File: config.mk
export PLATFORM = sky130hd
export DESIGN_NAME = bfiq_hash
export DESIGN_NICKNAME = d
export VERILOG_FILES = /design/src/rtl/core/bloom_filter_insert_query_assert.svh /design/src/rtl/core/bfiq_pkg.sv /design/src/rtl/core/bfiq_hash.sv
export SDC_FILE = /design/constraint.sdc
export NUM_CORES = 1
export LEC_CHECK = 0
export BUFFER_PORTS_ARGS = -buffer_cell sky130_fd_sc_hd__buf_2
export CAP_MARGIN = 25
export CORE_MARGIN = 4
export CORE_UTILIZATION = 66
export CTS_CLUSTER_DIAMETER = 60
export DETAILED_ROUTE_END_ITERATION = 7
export PLACE_DENSITY = 0.86
export SLEW_MARGIN = 0
export SYNTH_ARGS = -nofsm -noshare
export SYNTH_HDL_FRONTEND = slang
export SYNTH_SLANG_ARGS = --single-unit
File: constraint.sdc
create_clock -name clk -period 12.9 [get_ports clk]
set_input_delay 2.58 -clock clk [delete_from_list [all_inputs] [get_ports clk]]
set_output_delay 2.58 -clock clk [all_outputs]
set_load 0.05 [all_outputs]
File: src/rtl/core/bloom_filter_insert_query_assert.svh
// Assertion macros used by the top RTL file; clk and rst_n are taken from the
// module that uses them.
`ifndef BLOOM_FILTER_INSERT_QUERY_ASSERT_SVH
`define BLOOM_FILTER_INSERT_QUERY_ASSERT_SVH

`ifndef ASSERT_OFF
`define BFIQ_ASSERT_IMP(label, ante, cons) \
  label: assert property (@(posedge clk) disable iff (!rst_n) (ante) |-> (cons)) \
    else $error("bfiq: same-cycle check failed");
`define BFIQ_ASSERT_NXT(label, ante, cons) \
  label: assert property (@(posedge clk) disable iff (!rst_n) (ante) |=> (cons)) \
    else $error("bfiq: next-cycle check failed");
`else
`define BFIQ_ASSERT_IMP(label, ante, cons)
`define BFIQ_ASSERT_NXT(label, ante, cons)
`endif

`endif

File: src/rtl/core/bfiq_pkg.sv
package bfiq_pkg;

  localparam int KEY_W         = 64;
  localparam int LEN_W         = 4;
  localparam int NUM_HASHES_W  = 5;
  localparam int FILTER_BITS_W = 15;
  localparam int HASH_W        = 32;

  localparam int MAX_BITS_DEF  = 16384;
  localparam int MAX_HASHES    = 16;
  localparam int MAX_KEY_BYTES = 8;

  localparam logic [HASH_W-1:0] HASH_SEED = 32'hbc9f1d34;
  localparam logic [HASH_W-1:0] MM_MUL    = 32'h5bd1e995;
  localparam int DELTA_ROT = 17;

  // store word: one RAM row holds this many filter bits
  localparam int WORD_BITS = 32;
  localparam int BIT_IDX_W = $clog2(WORD_BITS);

  localparam logic [NUM_HASHES_W-1:0]  NUM_HASHES_RST  = 5'd7;
  localparam logic [FILTER_BITS_W-1:0] FILTER_BITS_RST = 15'd10240;

  localparam int PADDR_W = 3;
  localparam int PDATA_W = 32;

  typedef enum logic {
    REG_NUM_HASHES  = 1'b0,
    REG_FILTER_BITS = 1'b1
  } reg_idx_t;

  typedef enum logic {
    OP_INSERT = 1'b0,
    OP_QUERY  = 1'b1
  } op_t;

  typedef struct packed {
    logic             start;
    logic [KEY_W-1:0] key;
    logic [LEN_W-1:0] len;
  } hash_req_t;

  typedef struct packed {
    logic              done;
    logic [HASH_W-1:0] hash;
  } hash_rsp_t;

endpackage

File: src/rtl/core/bfiq_hash.sv
module bfiq_hash (
  input  logic                clk,
  input  logic                rst_n,
  input  bfiq_pkg::hash_req_t req,
  output bfiq_pkg::hash_rsp_t rsp
);

  import bfiq_pkg::*;

  typedef enum logic [8:0] {
    H_IDLE = 9'b000000001,
    H_K1   = 9'b000000010,
    H_K2   = 9'b000000100,
    H_HM   = 9'b000001000,
    H_HX   = 9'b000010000,
    H_TM   = 9'b000100000,
    H_TX   = 9'b001000000,
    H_F1   = 9'b010000000,
    H_F2   = 9'b100000000
  } hstate_t;

  hstate_t state_r, state_nxt;

  logic [KEY_W-1:0]  key_r;
  logic [1:0]        nblk_r;
  logic [1:0]        rest_r;
  logic              blk_r, blk_nxt;
  logic [HASH_W-1:0] h_r, h_nxt;
  logic [HASH_W-1:0] k_r;
  logic [HASH_W-1:0] prod_r;
  logic [HASH_W-1:0] mul_in;
  logic [HASH_W-1:0] mul_out;
  logic [HASH_W-1:0] blk_word;
  logic [HASH_W-1:0] tail_word;
  logic [HASH_W-1:0] tail_mask;
  logic              last_blk;

  assign blk_word  = blk_r ? key_r[63:32] : key_r[31:0];

  always_comb begin
    unique case (rest_r)
      2'd3:    tail_mask = 32'h00ff_ffff;
      2'd2:    tail_mask = 32'h0000_ffff;
      default: tail_mask = 32'h0000_00ff;
    endcase
  end

  // the tail can only follow zero or one full block
  assign tail_word = (nblk_r[0] ? key_r[63:32] : key_r[31:0]) & tail_mask;
  assign last_blk  = ({1'b0, blk_r} + 2'd1) == nblk_r;

  // one shared multiplier by the mixing constant, registered every cycle
  always_comb begin
    unique case (state_r)
      H_K1:    mul_in = blk_word;
      H_K2:    mul_in = prod_r ^ (prod_r >> 24);
      H_HM:    mul_in = h_r;
      H_TM:    mul_in = h_r ^ tail_word;
      H_F1:    mul_in = h_r ^ (h_r >> 13);
      default: mul_in = '0;
    endcase
  end

  assign mul_out = mul_in * MM_MUL;

  always_comb begin
    state_nxt = state_r;
    h_nxt     = h_r;
    blk_nxt   = blk_r;
    unique case (state_r)
      H_IDLE: begin
        if (req.start) begin
          h_nxt   = HASH_SEED ^ HASH_W'(req.len);
          blk_nxt = 1'b0;
          priority if (req.len[3:2] != 2'd0) state_nxt = H_K1;
          else if (req.len[1:0] != 2'd0)     state_nxt = H_TM;
          else                               state_nxt = H_F1;
        end
      end
      H_K1: state_nxt = H_K2;
      H_K2: state_nxt = H_HM;
      H_HM: state_nxt = H_HX;
      H_HX: begin
        h_nxt   = prod_r ^ k_r;
        blk_nxt = ~blk_r;
        priority if (!last_blk)    state_nxt = H_K1;
        else if (rest_r != 2'd0)   state_nxt = H_TM;
        else                       state_nxt = H_F1;
      end
      H_TM: state_nxt = H_TX;
      H_TX: begin
        h_nxt     = prod_r;
        state_nxt = H_F1;
      end
      H_F1: state_nxt = H_F2;
      H_F2: state_nxt = H_IDLE;
      default: state_nxt = H_IDLE;
    endcase
  end

  always_ff @(posedge clk) begin
    if (!rst_n) begin
      state_r <= H_IDLE;
    end else begin
      state_r <= state_nxt;
    end
  end

  always_ff @(posedge clk) begin
    h_r    <= h_nxt;
    blk_r  <= blk_nxt;
    prod_r <= mul_out;
    if (state_r == H_HM) begin
      k_r <= prod_r;
    end
    if (state_r == H_IDLE && req.start) begin
      key_r  <= req.key;
      nblk_r <= req.len[3:2];
      rest_r <= req.len[1:0];
    end
  end

  assign rsp.done = (state_r == H_F2);
  assign rsp.hash = prod_r ^ (prod_r >> 15);

endmodule

After elaboration in Yosys (flattened, before gate mapping)
Index checks and enable logic that the tools add are counted.
{"block": "totals", "elab_cells": 53, "regBits": 174, "input_bits": 71, "out_inout_bits": 33}
{"block": "classes", "add_sub_neg": 1, "n_eq_ne": 13, "reduce_logical": 8, "bitwise": 8, "muxes": 14, "multipliers": 1}
{"operator": "$pmux 32 s5", "n": 1}
{"operator": "$mux 32", "n": 3}
{"operator": "$pmux 32 s3", "n": 1}
{"operator": "$pmux 9 s8", "n": 1}
{"operator": "$xor 32x32->32", "n": 2}
{"operator": "$pmux 24 s2", "n": 1}
{"operator": "$and 32x32->32", "n": 1}
{"operator": "$mul 32x31->32 const B", "n": 1}
{"operator": "$mux 8", "n": 4}
{"operator": "$xor 32x17->32", "n": 1}
{"operator": "$xor 32x19->32", "n": 1}
{"operator": "$xor 32x8->32", "n": 1}
{"operator": "$not 1->18", "n": 1}
{"operator": "$eq 9x1->1 const B", "n": 1}
{"operator": "$eq 9x2->1 const B", "n": 1}
{"operator": "$eq 9x3->1 const B", "n": 1}
{"operator": "$eq 9x4->1 const B", "n": 1}
{"operator": "$eq 9x5->1 const B", "n": 1}
{"operator": "$eq 9x6->1 const B", "n": 1}
{"operator": "$eq 9x7->1 const B", "n": 1}
{"operator": "$eq 9x8->1 const B", "n": 1}
{"operator": "$eq 9x9->1 const B", "n": 1}
{"operator": "$mux 9", "n": 1}
{"operator": "$reduce_bool 2->1", "n": 4}
{"operator": "other kinds (10)", "n": 12}

Longest topological paths before layout
{"block": "logic_depth", "ltp_word": 6, "mapped_depth": 31, "ltp_nobuf": 30}

Least setup slack after synthesis
Ideal clock, no wire load.
{"block": "synth_path", "path_kind": "flip-flop to flip-flop", "start": "register state_r[7]", "end": "register prod_r[30]", "required_ns": 12.818, "arrival_time_ns": 8.428, "path_buffers": 0, "period_less_slack_ns": 8.510, "path_stages_with_launch": 29, "slack_ns": 4.390, "setup_time_ns": 0.082, "path_cell_list": "dfxtp_1 nor4_4 nand4_1 clkinv_1 a21oi_1 o211ai_1 a221oi_1 inv_1 ha_1 fa_1 inv_1 fa_1 inv_1 fa_1 inv_1 fa_1 inv_1 fa_1 inv_1 fa_1 inv_1 ha_1 nand4_1 nor4_1 a21oi_1 a311oi_1 a31oi_1 or4b_2 o2111ai_1"}
{"block": "synth_between", "elab_chain_cells": 3, "elab_cells_between_ends": 7, "classes_between": "1 x mul; 5 x eq/ne; 1 x mux"}
{"element": "start: declaration", "line_no": "bfiq_hash.sv:22", "text": "hstate_t state_r, state_nxt;"}
{"element": "start signal: assignment", "line_no": "bfiq_hash.sv:105", "text": "state_r <= state_nxt;"}
{"element": "$eq 9x8->1, or another cell as far along", "line_no": "bfiq_hash.sv:54", "text": "unique case (state_r)"}
{"element": "$pmux 32 s5 *", "line_no": "bfiq_hash.sv:54"}
{"element": "$mul 32x31->32 *", "line_no": "bfiq_hash.sv:64", "text": "assign mul_out = mul_in * MM_MUL;"}
{"element": "named net mul_out[30]", "line_no": "bfiq_hash.sv:32", "text": "logic [HASH_W-1:0] mul_out;"}
{"element": "end signal: assignment", "line_no": "bfiq_hash.sv:112", "text": "prod_r <= mul_out;"}
{"element": "end: declaration", "line_no": "bfiq_hash.sv:30", "text": "logic [HASH_W-1:0] prod_r;"}
The timed path passes the listed nets; every way through them passes the cells marked *.
A chain may end at the register's enable or synchronous reset.

Final worst setup path
{"block": "layout_path", "start": "register state_r[4]", "end": "register prod_r[30]"}
The elaborated chain is that of the path after synthesis.

==> results.sh <==
export IMPL_rsz0062_at_grt="false"
export IMPL_hold_path_class="register to register"
export IMPL_clock_path_buffers=2
export IMPL_min_period_ps=9720
export IMPL_io_pins=104
export IMPL_grt_first_pass_wirelength_mm=73.9
export IMPL_cp_start_kind="register"
export IMPL_syn_num_nets=2065
export IMPL_rrSetupSlack_ps=3180
export IMPL_start_util_pct=66.9
export IMPL_drt_initial_drc_count=1874
export IMPL_drive_gt1_share_pct=11.4
export IMPL_r2r_start="state_r[4]$_SDFFE_PN0P_"
export IMPL_dr_pass1_iters=8
export IMPL_r2r_end="prod_r[30]$_DFF_P_"
export IMPL_fp_dieW_microns=168
export IMPL_synthToLayoutAreaGrowth_pct=8.89
export IMPL_worst_path_max_delay_cell="a221oi_1"
export IMPL_finalSetupViolCount=0
export IMPL_cts_made_buffers=17
export IMPL_die_h_microns=168
export IMPL_place_gp_congestion=0.959
export IMPL_crit_end="prod_r[30]$_DFF_P_"
export IMPL_netlist_instances=1597
export IMPL_ant_nets=0
export IMPL_synth_enable_flop_cells=133
export IMPL_slew_viol_final=0
export IMPL_syn_area_sq_um=16800
export IMPL_worst_path_buf_inv=9
export IMPL_crit_path_end_kind="register"
export IMPL_track_usage_pct=34.2
export IMPL_cts_hold_buffers=0
export IMPL_grt_max_degree=69
export IMPL_clockRootBuffer="clkbuf_16"
export IMPL_fin_skew_ps=12.4
export IMPL_synth_warnings=0
export IMPL_cts_resized=0
export IMPL_htree_levels=4
export IMPL_worstSetupPathDepth=29
export IMPL_finalCritPeriodShare_pct=75.4
export IMPL_ys_ff_latch=174
export IMPL_cp_top_family="adder cells"
export IMPL_synth_flop_cell="edfxtp_1"
export IMPL_setup_worst_path_class="register to register"
export IMPL_synthArstFlopShare_pct=0
export IMPL_syn_avg_cell_area_sq_um=10.5
export IMPL_core_area_sq_um=25100
export IMPL_crit_start="state_r[4]$_SDFFE_PN0P_"
export IMPL_routedWlPerCell_microns=23.1
export IMPL_cts_sinks=174
export IMPL_grt_pass1_vias=13800
export IMPL_diodes=0
export IMPL_max_freq_mhz=103
export IMPL_violations="DRC"
export IMPL_worst_slew_margin_rel_pct=22.6
export IMPL_io_buffer_count=103
export IMPL_cp_required_ps=13260
export IMPL_seq_area_frac_synth_pct=28.7
export IMPL_finalSetupTns_ps=0
export IMPL_antenna_found_initial=0
export IMPL_rr_worst_depth=29
export IMPL_clkLatencyLatePin_ps=440
export IMPL_cts_tree="built"
export IMPL_ys_types=71
export IMPL_vias=12800
export IMPL_final_cells=2037
export IMPL_dp_cells=2005
export IMPL_status="finished with violations"
export IMPL_avgViaCountPerCell=6.29
export IMPL_fill_cells=1689
export IMPL_cts_clk_slew_worst_paths_ps=70
export IMPL_cts_setup_buffers=0
export IMPL_drv_cap=0
export IMPL_post_dp_hpwl_mm=35.8
export IMPL_worst_pin_slew_ps=1160
export IMPL_overflow=0
export IMPL_critPathMaxFanout=12
export IMPL_routed_wl_mm=47.0
export IMPL_cpMostUsedCell="inv_1"
export IMPL_nNetsFinal=2162
export IMPL_hold_viol=0
export IMPL_num_rows=58
export IMPL_fp_dieArea_sq_um=28100
export IMPL_drc=6
export IMPL_slowest_delay_ps=910
export IMPL_cp_data_arrival_time_ps=10080
[cell usage in the layout, fill, tap and decap left out, types with 23 or more instances in the layout]
cell type / Yosys / final
nor2_1: 61 / 59
mux2i_1: 43 / 43
edfxtp_1: 133 / 133
buf_2: 4 / 103
a21oi_1: 51 / 51
nand2_1: 101 / 101
ha_1: 216 / 216
dfxtp_1: 41 / 41
o21ai_0: 88 / 87
xnor2_1: 49 / 49
fa_1: 181 / 181
inv_1: 356 / 356
buf_4: 15 / 23
xor2_1: 39 / 39
[stage by stage]
stage / utilization, % / hold slack (ps) / area [sq um] / setup slack (ps)
global placement: 70.4 / 532 / 17700 / 3390
floorplan: - / 487 / 16800 / 4390
CTS: 72.8 / 551 / 18300 / 3400
finish: 72.8 / 561 / 18300 / 3180
detailed placement: 70.5 / 537 / 17700 / 3450
global route: 72.8 / 569 / 18300 / 2690
[registers in the layout (all words and copies together) (netlist names)]
register,cells
state_r,9
prod_r,32
rest_r,2
k_r,32
nblk_r,2
blk_r,1
h_r,32
key_r,64
[cell type report]
type                       instances  area, sq um  area share [%]
timing repair buffer             127          716            3.91
tap                              330          413            2.26
inverter                         357         1340            7.33
multi-input combinational       1017        10400            57.0
clock buffer                      19          443            2.42
sequential                       174         4810            26.3
clock inverter                    13          144           0.787
[worst min path at each step]
| stage | from | endpoint | slack [ps] | depth (start not counted) |
|---|---|---|---|---|
| 6_report | prod_r[1]$_DFF_P_ | k_r[1]$_DFFE_PN_ | 560 | 0 |
| 3_3_place_gp | prod_r[1]$_DFF_P_ | k_r[1]$_DFFE_PN_ | 530 | 0 |
| 4_1_cts | prod_r[1]$_DFF_P_ | k_r[1]$_DFFE_PN_ | 550 | 0 |
| 2_1_floorplan | prod_r[11]$_DFF_P_ | k_r[11]$_DFFE_PN_ | 490 | 0 |
| 5_1_grt | prod_r[6]$_DFF_P_ | k_r[6]$_DFFE_PN_ | 570 | 0 |
| 3_5_place_dp | prod_r[1]$_DFF_P_ | k_r[1]$_DFFE_PN_ | 540 | 0 |
[logic make-up (layout without fill, tap and decap cells)]
logic type | after synthesis | in the layout | share of synthesized area (%)
buffers and inverters | 406 | 516 | 9.48
adder cells (fa/ha/maj) | 397 | 397 | 37.7
AO/OA/AOI/OAI | 247 | 247 | 9.53
AND/OR/NAND/NOR | 226 | 226 | 6.23
flip-flops | 174 | 174 | 28.7
XOR/XNOR | 91 | 91 | 5.00
multiplexers | 56 | 56 | 3.43
[cells in the mapped netlist, types with 10 or more instances]
| master | number | share of area, % |
|---|---|---|
| a21o_1 | 19 | 0.85 |
| a21oi_1 | 51 | 1.5 |
| a221o_1 | 12 | 0.72 |
| buf_4 | 15 | 0.67 |
| clkbuf_1 | 24 | 0.54 |
| dfxtp_1 | 41 | 4.9 |
| edfxtp_1 | 133 | 24 |
| fa_1 | 181 | 22 |
| ha_1 | 216 | 16 |
| inv_1 | 356 | 8.0 |
| mux2_2 | 13 | 0.87 |
| mux2i_1 | 43 | 2.6 |
| nand2_1 | 101 | 2.3 |
| nand3_1 | 10 | 0.30 |
| nor2_1 | 61 | 1.4 |
| o211ai_1 | 15 | 0.67 |
| o21ai_0 | 88 | 2.6 |
| xnor2_1 | 49 | 2.6 |
| xor2_1 | 39 | 2.0 |
[worst register-to-register path: cells and delay by family, from the launching register on]
| kind | cells | cell delay (ps) |
|---|---|---|
| AND/OR/NAND/NOR | 5 | 1700 |
| buffers and inverters | 9 | 1500 |
| flip-flops | 1 | 390 |
| AO/OA/AOI/OAI | 7 | 2220 |
| adder cells (fa/ha/maj) | 8 | 3840 |
[metal layers]
metal  GRT usage [%]  part of all wire [%]  vias to the layer above
li1                -                     -                     5460
met1            43.6                    36                     6191
met2            54.9                    46                      898
met3            7.44                    12                      258
met4            18.5                   6.5                        0
met5               0                     0                        -
Power is not shown: default switching activity piles up to over one toggle a cycle in this logic, so the estimate is an artifact.
